<file path="src/hw/rtl/msrbm_pkg.sv">
// Shared types and constants of the media stream rate and backlog monitor.
package msrbm_pkg;

	// Event codes carried in the op field.
	localparam logic [2:0] OP_START = 3'd0;
	localparam logic [2:0] OP_STOP  = 3'd1;
	localparam logic [2:0] OP_VRX   = 3'd2;
	localparam logic [2:0] OP_VPLAY = 3'd3;
	localparam logic [2:0] OP_ARX   = 3'd4;
	localparam logic [2:0] OP_APLAY = 3'd5;
	localparam logic [2:0] OP_QUERY = 3'd6;

	// Configuration register indexes.
	localparam logic [2:0] REG_WINDOW_MS    = 3'd0;
	localparam logic [2:0] REG_VIDEO_PAUSE  = 3'd1;
	localparam logic [2:0] REG_AUDIO_PAUSE  = 3'd2;
	localparam logic [2:0] REG_VIDEO_DROP   = 3'd3;
	localparam logic [2:0] REG_AUDIO_DROP   = 3'd4;

	// Register reset values.
	localparam logic [15:0] WINDOW_MS_RST   = 16'd1000;
	localparam logic [15:0] VIDEO_PAUSE_RST = 16'd360;
	localparam logic [15:0] AUDIO_PAUSE_RST = 16'd600;
	localparam logic [15:0] VIDEO_DROP_RST  = 16'd720;
	localparam logic [15:0] AUDIO_DROP_RST  = 16'd1200;

	// Eight bits per byte over 1000 gives a plain division of the byte count by 125.
	localparam int unsigned KBPS_DIVISOR = 125;
	// Byte counts at or above this give a kbps value that no longer fits in 32 bits.
	localparam logic [47:0] KBPS_SAT_BYTES = 48'd536870912000;
	// Byte-digit long division: 5 digits of 8 bits cover the 39 bits that remain.
	localparam int unsigned DIV_DIGITS = 5;
	localparam int unsigned DIV_WIDTH  = 8 * DIV_DIGITS;
	// Reciprocal of 125 scaled by 2^22, exact for the 15-bit partial dividends.
	localparam logic [15:0] RECIP_125  = 16'd33555;
	localparam int unsigned RECIP_SHIFT = 22;

	// Per-event results that travel beside the bitrate division.
	typedef struct packed {
		logic        closed;
		logic [15:0] fps;
		logic        vcan;
		logic        acan;
		logic        disc;
		logic        bclr;    // start event: bitrate latch goes to zero
		logic        bclose;  // bitrate window closed: latch the quotient
		logic        sat;     // quotient would not fit in 32 bits
	} tag_t;

endpackage

</file>
<file path="src/hw/rtl/msrbm_div125.sv">
// Pipelined division of a byte count by 125, one 8-bit quotient digit per stage.
module msrbm_div125 (
	input  logic                                 clk,
	input  logic                                 arst_n,
	input  logic                                 en,
	input  logic                                 in_valid,
	input  logic [msrbm_pkg::DIV_WIDTH-1:0]      in_num,
	input  msrbm_pkg::tag_t                      in_tag,
	output logic                                 out_valid,
	output logic [31:0]                          out_quo,
	output msrbm_pkg::tag_t                      out_tag
);

	localparam int unsigned N = msrbm_pkg::DIV_DIGITS;
	localparam int unsigned W = msrbm_pkg::DIV_WIDTH;

	logic                 v_q   [N+1];
	logic [W-1:0]         num_q [N+1];
	logic [6:0]           rem_q [N+1];
	msrbm_pkg::tag_t      tag_q [N+1];

	// Slot zero is the stage input; it holds no state.
	assign v_q[0]   = in_valid;
	assign num_q[0] = in_num;
	assign rem_q[0] = 7'd0;
	assign tag_q[0] = in_tag;

	for (genvar k = 0; k < N; k++) begin : g_digit
		logic [14:0] x;
		logic [30:0] prod;
		logic [7:0]  qd;
		logic [14:0] qmul;
		logic [14:0] r;

		// Partial dividend is the running remainder followed by the next byte.
		always_comb begin
			x    = {rem_q[k], num_q[k][W-1 -: 8]};
			prod = 31'(x) * 31'(msrbm_pkg::RECIP_125);
			qd   = prod[msrbm_pkg::RECIP_SHIFT +: 8];
			qmul = 15'(qd) * 15'(msrbm_pkg::KBPS_DIVISOR);
			r    = x - qmul;
		end

		always_ff @(posedge clk or negedge arst_n) begin
			if (!arst_n) begin
				v_q[k+1] <= 1'b0;
			end else if (en) begin
				v_q[k+1] <= v_q[k];
			end
		end

		// Consumed dividend bytes are replaced by quotient digits from the bottom.
		always_ff @(posedge clk) begin
			if (en) begin
				num_q[k+1] <= {num_q[k][W-9:0], qd};
				rem_q[k+1] <= r[6:0];
				tag_q[k+1] <= tag_q[k];
			end
		end
	end

	assign out_valid = v_q[N];
	assign out_quo   = num_q[N][31:0];
	assign out_tag   = tag_q[N];

endmodule

</file>
<file path="src/hw/rtl/media_stream_rate_backlog_monitor_core.sv">
// Top level of the media stream rate and backlog monitor.
// A result reaches the master side through the input register, stage two, the divider and
// the output register. Throughput: one transaction per cycle while the master side is not
// stalling; the event state updates from stage one and the kbps division runs in a five-stage pipeline behind it.
// Reset: arst_n clears the state, the pipeline valid bits and the latched rates, and
// loads the registers with their default thresholds.
module media_stream_rate_backlog_monitor_core (
	input  logic        clk,
	input  logic        arst_n,
	input  logic        s_tvalid,
	output logic        s_tready,
	input  logic [79:0] s_tdata,    // op[2:0], frame_bytes[26:3], now_ms[74:27], zero pad
	output logic        m_tvalid,
	input  logic        m_tready,
	output logic [55:0] m_tdata,    // window_closed[0], play_fps[16:1], bitrate_kbps[48:17],
	                                // video_can_receive[49], audio_can_receive[50],
	                                // disconnected[51], zero pad
	input  logic        cfg_we,
	input  logic [2:0]  cfg_index,
	input  logic [15:0] cfg_data
);

	// The whole pipeline moves as one: it advances whenever the output register is
	// empty or its transaction is being taken.
	logic adv;

	// Configuration registers.
	logic [15:0] win_q, vpause_q, apause_q, vdrop_q, adrop_q;

	// Stage one holds the accepted input transaction.
	logic        v_s1;
	logic [2:0]  op_s1;
	logic [23:0] bytes_s1;
	logic [47:0] now_s1;

	// Event state.
	logic        running_q;
	logic [31:0] vrx_cnt_q, vpl_cnt_q, arx_cnt_q, apl_cnt_q;
	logic [31:0] pws_q;      // played count at fps window start
	logic [47:0] fws_q;      // fps window start time, zero means not started
	logic [15:0] fps_q;
	logic [47:0] bt_q;       // received byte total, wraps at 48 bits
	logic [47:0] bas_q;      // byte total at bitrate window start
	logic [47:0] bws_q;      // bitrate window start time, zero means not started

	// Next-state and result logic of the event in stage one.
	logic        running_n;
	logic [31:0] vrx_n, vpl_n, arx_n, apl_n, pws_n;
	logic [47:0] fws_n, bt_n, bas_n, bws_n;
	logic [15:0] fps_n;
	logic [48:0] fps_age, br_age;
	logic        fps_exp, br_exp;
	logic [31:0] vpl_diff;
	logic [31:0] vb, ab;
	logic        vpause_hit, apause_hit, vdrop_hit, adrop_hit;
	msrbm_pkg::tag_t tag_n;
	logic [47:0] bas_old;    // window-start byte total that the closing diff is taken from

	// Stage two feeds the divider.
	logic            v_s2;
	msrbm_pkg::tag_t tag_s2;
	logic [47:0]     bt_s2, bas_s2;
	logic [47:0]     bdiff;
	msrbm_pkg::tag_t tag_div;

	// Divider output.
	logic            v_div;
	logic [31:0]     quo_div;
	msrbm_pkg::tag_t tag_dout;

	// Output register.
	logic        m_valid_q;
	logic        closed_q;
	logic [15:0] fps_out_q;
	logic [31:0] kbps_q;     // also serves as the latched bitrate
	logic        vcan_q, acan_q, disc_q;
	logic [31:0] kbps_n;

	assign adv      = !m_valid_q || m_tready;
	assign s_tready = adv;

	// Configuration writes. Indexes past the list are ignored.
	always_ff @(posedge clk or negedge arst_n) begin
		if (!arst_n) begin
			win_q    <= msrbm_pkg::WINDOW_MS_RST;
			vpause_q <= msrbm_pkg::VIDEO_PAUSE_RST;
			apause_q <= msrbm_pkg::AUDIO_PAUSE_RST;
			vdrop_q  <= msrbm_pkg::VIDEO_DROP_RST;
			adrop_q  <= msrbm_pkg::AUDIO_DROP_RST;
		end else if (cfg_we) begin
			case (cfg_index)
				msrbm_pkg::REG_WINDOW_MS:   win_q    <= cfg_data;
				msrbm_pkg::REG_VIDEO_PAUSE: vpause_q <= cfg_data;
				msrbm_pkg::REG_AUDIO_PAUSE: apause_q <= cfg_data;
				msrbm_pkg::REG_VIDEO_DROP:  vdrop_q  <= cfg_data;
				msrbm_pkg::REG_AUDIO_DROP:  adrop_q  <= cfg_data;
				default: ;
			endcase
		end
	end

	// Input register.
	always_ff @(posedge clk or negedge arst_n) begin
		if (!arst_n) begin
			v_s1 <= 1'b0;
		end else if (adv) begin
			v_s1 <= s_tvalid;
		end
	end

	always_ff @(posedge clk) begin
		if (adv) begin
			op_s1    <= s_tdata[2:0];
			bytes_s1 <= s_tdata[26:3];
			now_s1   <= s_tdata[74:27];
		end
	end

	// A window closes only once it has a start time, the clock has moved past it, and
	// the elapsed time is strictly above the window length. The spare top bit of the
	// age catches time running backwards. A window with no start time just opens at
	// the current time.
	always_comb begin
		fps_age = {1'b0, now_s1} - {1'b0, fws_q};
		br_age  = {1'b0, now_s1} - {1'b0, bws_q};
		fps_exp = (fws_q != 48'd0) && !fps_age[48] && (fps_age[47:0] > {32'd0, win_q});
		br_exp  = (bws_q != 48'd0) && !br_age[48] && (br_age[47:0] > {32'd0, win_q});
	end

	always_comb begin
		running_n = running_q;
		vrx_n     = vrx_cnt_q;
		vpl_n     = vpl_cnt_q;
		arx_n     = arx_cnt_q;
		apl_n     = apl_cnt_q;
		pws_n     = pws_q;
		fws_n     = fws_q;
		fps_n     = fps_q;
		bt_n      = bt_q;
		bas_n     = bas_q;
		bws_n     = bws_q;
		bas_old   = bas_q;
		tag_n     = '0;
		vpl_diff  = vpl_cnt_q + 32'd1 - pws_q;

		case (op_s1)
			msrbm_pkg::OP_START: begin
				// Start sets running and clears everything else, including both windows and the latched rates.
				running_n  = 1'b1;
				vrx_n      = '0;
				vpl_n      = '0;
				arx_n      = '0;
				apl_n      = '0;
				pws_n      = '0;
				fws_n      = '0;
				fps_n      = '0;
				bt_n       = '0;
				bas_n      = '0;
				bws_n      = '0;
				tag_n.bclr = 1'b1;
			end
			msrbm_pkg::OP_STOP: begin
				// Stop keeps the windows and the latched rates.
				running_n = 1'b0;
				vrx_n     = '0;
				vpl_n     = '0;
				arx_n     = '0;
				apl_n     = '0;
			end
			msrbm_pkg::OP_VRX: begin
				vrx_n = vrx_cnt_q + 32'd1;
				bt_n  = bt_q + {24'd0, bytes_s1};
				if (br_exp) begin
					bas_n        = bt_n;
					bws_n        = now_s1;
					tag_n.closed = 1'b1;
					tag_n.bclose = 1'b1;
				end else if (bws_q == 48'd0) begin
					bws_n = now_s1;
				end
			end
			msrbm_pkg::OP_VPLAY: begin
				vpl_n = vpl_cnt_q + 32'd1;
				if (fps_exp) begin
					fps_n        = (vpl_diff[31:16] != 16'd0) ? 16'hFFFF : vpl_diff[15:0];
					pws_n        = vpl_n;
					fws_n        = now_s1;
					tag_n.closed = 1'b1;
				end else if (fws_q == 48'd0) begin
					fws_n = now_s1;
				end
			end
			msrbm_pkg::OP_ARX:   arx_n = arx_cnt_q + 32'd1;
			msrbm_pkg::OP_APLAY: apl_n = apl_cnt_q + 32'd1;
			msrbm_pkg::OP_QUERY: ;
			default: ;
		endcase

		// Backlogs are the wrapped count differences read as signed values, checked
		// against thresholds that are never negative in 32 bits.
		vb         = vrx_n - vpl_n;
		ab         = arx_n - apl_n;
		vpause_hit = $signed(vb) >= $signed({16'd0, vpause_q});
		apause_hit = $signed(ab) >= $signed({16'd0, apause_q});
		vdrop_hit  = $signed(vb) >= $signed({16'd0, vdrop_q});
		adrop_hit  = $signed(ab) >= $signed({16'd0, adrop_q});

		tag_n.fps  = fps_n;
		tag_n.vcan = !(running_n && vpause_hit);
		tag_n.acan = !(running_n && apause_hit);
		tag_n.disc = vdrop_hit || adrop_hit;
	end

	// State registers update only when the event in stage one moves on.
	always_ff @(posedge clk or negedge arst_n) begin
		if (!arst_n) begin
			running_q <= 1'b0;
			vrx_cnt_q <= '0;
			vpl_cnt_q <= '0;
			arx_cnt_q <= '0;
			apl_cnt_q <= '0;
			pws_q     <= '0;
			fws_q     <= '0;
			fps_q     <= '0;
			bt_q      <= '0;
			bas_q     <= '0;
			bws_q     <= '0;
		end else if (adv && v_s1) begin
			running_q <= running_n;
			vrx_cnt_q <= vrx_n;
			vpl_cnt_q <= vpl_n;
			arx_cnt_q <= arx_n;
			apl_cnt_q <= apl_n;
			pws_q     <= pws_n;
			fws_q     <= fws_n;
			fps_q     <= fps_n;
			bt_q      <= bt_n;
			bas_q     <= bas_n;
			bws_q     <= bws_n;
		end
	end

	// Stage two: carry the byte totals so the window difference is taken from registered values.
	always_ff @(posedge clk or negedge arst_n) begin
		if (!arst_n) begin
			v_s2 <= 1'b0;
		end else if (adv) begin
			v_s2 <= v_s1;
		end
	end

	always_ff @(posedge clk) begin
		if (adv) begin
			tag_s2 <= tag_n;
			bt_s2  <= bt_n;
			bas_s2 <= bas_old;
		end
	end

	// The byte difference wraps at 48 bits. Anything at or above the saturation point
	// is flagged here, so only quotients of values below 125 * 2^32 are ever latched.
	always_comb begin
		bdiff       = bt_s2 - bas_s2;
		tag_div     = tag_s2;
		tag_div.sat = bdiff >= msrbm_pkg::KBPS_SAT_BYTES;
	end

	msrbm_div125 u_div (
		.clk       (clk),
		.arst_n    (arst_n),
		.en        (adv),
		.in_valid  (v_s2),
		.in_num    ({1'b0, bdiff[38:0]}),
		.in_tag    (tag_div),
		.out_valid (v_div),
		.out_quo   (quo_div),
		.out_tag   (tag_dout)
	);

	// The latched bitrate lives in the output register: events reach it in order, so
	// each result sees every earlier start and window close.
	always_comb begin
		if (tag_dout.bclr) begin
			kbps_n = '0;
		end else if (tag_dout.bclose) begin
			kbps_n = tag_dout.sat ? 32'hFFFF_FFFF : quo_div;
		end else begin
			kbps_n = kbps_q;
		end
	end

	always_ff @(posedge clk or negedge arst_n) begin
		if (!arst_n) begin
			m_valid_q <= 1'b0;
			kbps_q    <= '0;
		end else if (adv) begin
			m_valid_q <= v_div;
			if (v_div) begin
				kbps_q <= kbps_n;
			end
		end
	end

	always_ff @(posedge clk) begin
		if (adv && v_div) begin
			closed_q  <= tag_dout.closed;
			fps_out_q <= tag_dout.fps;
			vcan_q    <= tag_dout.vcan;
			acan_q    <= tag_dout.acan;
			disc_q    <= tag_dout.disc;
		end
	end

	assign m_tvalid = m_valid_q;
	assign m_tdata  = {4'd0, disc_q, acan_q, vcan_q, kbps_q, fps_out_q, closed_q};

endmodule

</file>
<file path="config.mk">
export PLATFORM = sky130hd
export DESIGN_NAME = media_stream_rate_backlog_monitor_core
export DESIGN_NICKNAME = d
export VERILOG_FILES = /design/src/hw/rtl/msrbm_pkg.sv /design/src/hw/rtl/msrbm_div125.sv /design/src/hw/rtl/media_stream_rate_backlog_monitor_core.sv
export SDC_FILE = /design/constraint.sdc
export NUM_CORES = 2
export LEC_CHECK = 0
export BUFFER_PORTS_ARGS = -buffer_cell sky130_fd_sc_hd__buf_2
export CAP_MARGIN = 30
export CORE_ASPECT_RATIO = 1.5
export CORE_MARGIN = 8
export CORE_UTILIZATION = 40
export CTS_CLUSTER_DIAMETER = 120
export DETAILED_ROUTE_END_ITERATION = 12
export GPL_TIMING_DRIVEN = 0
export SLEW_MARGIN = 20
export SYNTH_ARGS = -nofsm -noshare
export SYNTH_HDL_FRONTEND = slang
export SYNTH_SLANG_ARGS = --single-unit
</file>
<file path="constraint.sdc">
create_clock -name clk -period 23.7 [get_ports clk]
set_input_delay 0 -clock clk [delete_from_list [all_inputs] [get_ports clk]]
set_output_delay 0 -clock clk [all_outputs]
set_load 0.005 [all_outputs]
</file>
# Yosys cells after proc, flatten, opt, wreduce, memory -nomap -nowiden
# Index checks and enable logic that the tools add are counted.
# totals
output_inout_bits	58
word_cells	197
reg_bits	1037
inputBits	104
# classes
n_mux	26
add_sub_neg	15
n_eq_ne	13
reduce_logical	36
n_lt_le_gt_ge	7
multipliers	9
# op_table
cell	count
$pmux 48 s2	4
$pmux 32 s2	5
$mux 48	5
$add 32x1->32 const B	4
$ge 32x17->1	4
$mux 32	4
$mul 15x16->30 const B	4
$sub 48x48->49	2
$gt 48x16->1	2
$logic_not 48->1	2
$reduce_bool 48->1	2
$sub 32x32->32	3
$add 48x24->48	1
$ge 48x39->1 const B	1
$sub 48x48->48	1
$mul 8x7->7 const B	4
$mux 16	2
$pmux 16 s2	1
$sub 7x7->7	4
$mul 7x16->23 const B	1
$reduce_bool 16->1	1
$reduce_and 3->1	5
$eq 3x2->1 const B	4
$reduce_and 2->1	5
other kinds (12)	35

# Depth between registers and ports, before layout
# depth
ltp_word	7
depth_mapped	37
mapped_depth_nobuf	37

# Hierarchy
# From an unflattened synthesis, not the netlist that was laid out.
# hier_totals
cells_unflattened	7275
hier_area_um2	72014.1
# modules_own_cells
mod	n_inst	seq_area_each_um2	cells_each	area_each_um2
media_stream_rate_backlog_monitor_core	1	18535.3	5442	47932.2
msrbm_div125	1	9223.8	1833	24081.8

# Worst setup path after synthesis
# OpenSTA, ideal clock, no wires.
# synth_path
path_kind	flip-flop to flip-flop
startpoint	reg m_valid_q (netlist: m_tvalid)
endpoint	reg kbps_q[10]
required_ps	23604
stages_incl_launch_ff	7
synth_period_minus_slack_ps	16708
path_slack_ps	6992
n_path_buf	2
arrival_ps	16613
setup_time_ps	96
path_cell_list	dfrtp_1 nand2b_1 clkbuf_1 and2_1 o21ai_1 clkbuf_1 o31ai_1
# synth_via
elab_chain_len	3
# synth_rtl
element	line_no	rtl
from (decl)	media_stream_rate_backlog_monitor_core.sv:72	logic m_valid_q;
from (signal assigned)	media_stream_rate_backlog_monitor_core.sv:297	m_valid_q <= v_div;
$logic_not 1->1	media_stream_rate_backlog_monitor_core.sv:79	assign adv = !m_valid_q || m_tready;
$logic_or 1x1->1	media_stream_rate_backlog_monitor_core.sv:79	
net s_tready	media_stream_rate_backlog_monitor_core.sv:11	output logic s_tready,
$reduce_and 3->1 (no line)	--	
to (signal assigned)	media_stream_rate_backlog_monitor_core.sv:299	kbps_q <= kbps_n;
to (decl)	media_stream_rate_backlog_monitor_core.sv:75	logic [31:0] kbps_q;
# The timed path passes the listed nets, and every way through them passes these cells.
# A chain may end at the register's enable or synchronous reset.

# Worst setup path after layout
# layout_path
startpoint	reg bas_s2[0]
endpoint	reg u_div.rem_q (netlist bit u_div.g_digit[1].x[14]), data pin
# layout_via
elab_chain_len	4
# layout_rtl
element	line_no	rtl
from (decl)	media_stream_rate_backlog_monitor_core.sv:62	logic [47:0] bt_s2, bas_s2;
from (signal assigned)	media_stream_rate_backlog_monitor_core.sv:256	bas_s2 <= bas_old;
$sub 48x48->48 *	media_stream_rate_backlog_monitor_core.sv:263	bdiff = bt_s2 - bas_s2;
$mul 7x16->23	msrbm_div125.sv:38	prod = 31'(x) * 31'(msrbm_pkg::RECIP_125);
$mul 8x7->7	msrbm_div125.sv:40	qmul = 15'(qd) * 15'(msrbm_pkg::KBPS_DIVISOR);
$sub 7x7->7 *	msrbm_div125.sv:41	r = x - qmul;
net u_div.g_digit[0].r[6]	msrbm_div125.sv:33	logic [14:0] r;
to (signal, indexed assignment)	msrbm_div125.sv:56	rem_q[k+1] <= r[6:0];
to (decl)	msrbm_div125.sv:19	logic [6:0] rem_q [N+1];
# Mark *: on every way through the listed nets, which the timed path passes. The rest lies on a longest branch.

==> flow_summary_export.csv <==
group,metric,value,unit
run_status,status,"complete, no violations",
detailed_routing,vias,53400,
sta,fin_crit_sh,38.1,%
place,gp_congestion,0.907,
detailed_routing,drc_errors,0,
clock_network,cts_inserted_buffers,106,
sta,hold_violations,0,
setup_path,arrival,9.49,ns
synth,synth-seq-cells,1005,
clock_network,cts_tree,"built",
setup_path,rr_startpoint,"bas_s2[0]$_DFFE_PN_",
setup_path,cp_max_fo,6,
synth,ys_seq_area_share,39.7,%
layout,num-fill-cells,16400,
floorplan,initial_utilization,40.2,%
global_routing,grt_pass1_wl,300000,um
sta,setup_tns,0,ns
clock_network,ctsRootBufferMaster,"clkbuf_16",
setup_path,cp.required,24.15,ns
clock_network,path_clk_slew,0.06,ns
layout,final_layout_size_suffix_gt1_share,6.77,%
synth,ys_types,92,
detailed_routing,wire_per_inst,19.5,um
place,portBuffers,152,
setup_path,critPathLaunchType,"register",
layout,seq_area,27800,um2
synth,syn-cell-area,70000,um2
synth,synthCells,6999,
setup_path,critical_path_class,"reg2reg",
sta,period_needed,9.04,ns
place,place_hpwl,152000,um
floorplan,die_w,358,um
global_routing,antenna_found_initial,7,
layout,multi_input_area,38400,um2
job,max-cap-violations,0,
setup_path,cpMaxStageDelayCell,"o31ai_1",
global_routing,grt_usage,20.0,%
sta,rsz0062_at_grt,"false",
sta,relSlewSlack,28.4,%
hold_path,hold_depth,3,
clock_network,cts_max_level,3,
detailed_routing,dr.pass1.iters,5,
clock_network,postCtsSetupRepairBufs,0,
clock_network,cts.sinks,1005,
floorplan,num_io_pins,162,
synth,syn_area_per_cell,10.0,um2
setup_path,crit_start,"bas_s2[0]$_DFFE_PN_",
synth,synth_edf_count,516,
setup_path,crit_path_end_kind,"register",
floorplan,core-area,174000,um2
clock_network,cts_resized,0,
clock_network,ctsHoldBuffers,172,
sta,skew,0.0427,ns
clock_network,clk_latency,0.74,ns
detailed_routing,route.antenna.remaining_nets,0,
sta,worstMarginPinSlew,1.06,ns
sta,fmax,111,MHz
synth,synthFlopType,"edfxtp_1",
setup_path,critPathMaxStageDelay,0.87,ns
sta,drv_slew,0,
hold_path,hold_start,"m_tready",
layout,syn2layout_area_growth,13.7,%
global_routing,grt_pass1_vias,54600,
global_routing,grt.overflow.total,0,
layout,final_nets,8637,
detailed_routing,drtIter0Drc,3213,
setup_path,cpMostUsedCell,"ha_1",
floorplan,die_area,189000,um2
clock_network,clk_path_buf_depth,3,
floorplan,die_h,528,um
global_routing,grt_max_degree,90,
detailed_routing,via_per_inst,5.43,
floorplan,rows,188,
synth,async_reset_ff_share,48.7,%
setup_path,reg2regPathDepth,31,
synth,yosys_warnings,0,
detailed_routing,wl,191000,um
sta,timing.hold.ws,0.0798,ns
sta,setup_viol,0,
hold_path,holdCritPathClass,"in2reg",
## Yosys cell counts (47+ instances only)
cell type  instances  share of area [%]
nand2b_1          57               0.51
nand2_1          687                3.7
nand3_1          172                1.2
o21a_1            89               0.95
inv_1            781                4.2
o211ai_1          48               0.51
xor2_1            94                1.2
mux2_2            47               0.76
o21ai_0          437                3.1
ha_1             904                 16
nor3_1           102               0.73
nor2_1           351                1.9
edfxtp_1         516                 22
clkbuf_1         195                1.0
dfrtp_1          467                 17
xnor2_1          185                2.3
a21o_1           136                1.5
a22o_1           201                2.5
mux2i_1           66               0.94
a21oi_1          337                2.4
nand4_1           98               0.88
a211oi_1          47               0.50
o31ai_1           67               0.72
and3_1            59               0.53
fa_1             172                4.9
## final cells by class
class / count / area share (%)
Multi-Input combinational cell: 4975 / 48.2
Sequential cell: 1005 / 34.9
Timing Repair Buffer: 347 / 3.78
Inverter: 781 / 3.68
Clock buffer: 132 / 3.62
Tap cell: 2280 / 3.58
Buffer: 241 / 1.24
Clock inverter: 70 / 1.02
Antenna cell: 1 / 0.00314
## flip-flops by register name (all words and copies together) (netlist names), 32 cells and up
signal / flops
bws_q: 48
u_div.tag_q: 92
now_s1: 48
fws_q: 48
u_div.g_digit.x: 60
bt_s2: 48
vrx_cnt_q: 32
kbps_q: 32
pws_q: 32
bas_s2: 48
vpl_cnt_q: 32
apl_cnt_q: 32
arx_cnt_q: 32
u_div.num_q: 96
u_div.out_quo: 32
bt_q: 48
bas_old: 48
## placed cells by master (no fill, tap or decap), types with 59 or more instances in the layout
cell type,count
ha_1,904
inv_1,781
nand2_1,687
edfxtp_1,516
dfrtp_1,467
o21ai_0,437
nor2_1,349
a21oi_1,337
clkbuf_1,208
a22o_1,201
xnor2_1,185
buf_2,175
nand3_1,172
fa_1,172
dlygate4sd3_1,171
a21o_1,136
clkbuf_16,107
nor3_1,101
nand4_1,98
xor2_1,94
o21a_1,89
o31ai_1,67
mux2i_1,66
and3_1,59
## metal layers
layer	wire [um]	part of all wire, %	GRT usage (%)
met4	8910	4.7	8.79
met5	48	0.025	0
met3	6450	3.4	2.08
met1	76500	40	22.8
met2	99400	52	37.3
## through the flow
step                      setup WS (ns)  cell area [um2]  std cells  utilization, %
final                             14.66            79600       9832            45.7
after global routing              14.11            79600       9832            45.7
after detailed placement          14.74            74200       9457            42.6
after global placement          -0.0649            73600       9434            42.2
after floorplan                    6.99            70000       7002               -
after CTS                         14.68            79600       9831            45.7
## critical path, delay by kind of cell, from the launching register on
family                   cells  cell delay (ns)
flip-flops                   1             0.38
AND/OR/NAND/NOR              3             0.47
AO/OA/AOI/OAI               17             4.34
adder cells (fa/ha/maj)      8             2.70
XOR/XNOR                     3             0.90
## worst paths after layout
check                                                   endpoint  slack [ns]
worst max-delay path            u_div.g_digit[1].x[14]$_DFFE_PN_       14.66
worst min-delay path                          op_s1[2]$_DFFE_PN_        0.08
worst max register to register  u_div.g_digit[1].x[14]$_DFFE_PN_       14.66
worst min register to register   u_div.g_digit[4].x[5]$_DFFE_PN_        0.40
max in group asynchronous               u_div.v_q[4]$_DFFE_PN0N_       21.99
min in group asynchronous                  kbps_q[8]$_DFFE_PN0P_        0.38
## cells by family after synthesis
logic type	count (synthesis)	share of synthesized area [%]
simple gates	1773	11.9
compound gates	1728	16.5
fa+ha+maj	1076	21.1
buf+inv	1022	5.60
flops	1005	39.7
xor+xnor	281	3.55
mux	113	1.70
other cells	1	0.00536
Power is not shown: default switching activity piles up to over one toggle a cycle in this logic, so the estimate is an artifact.
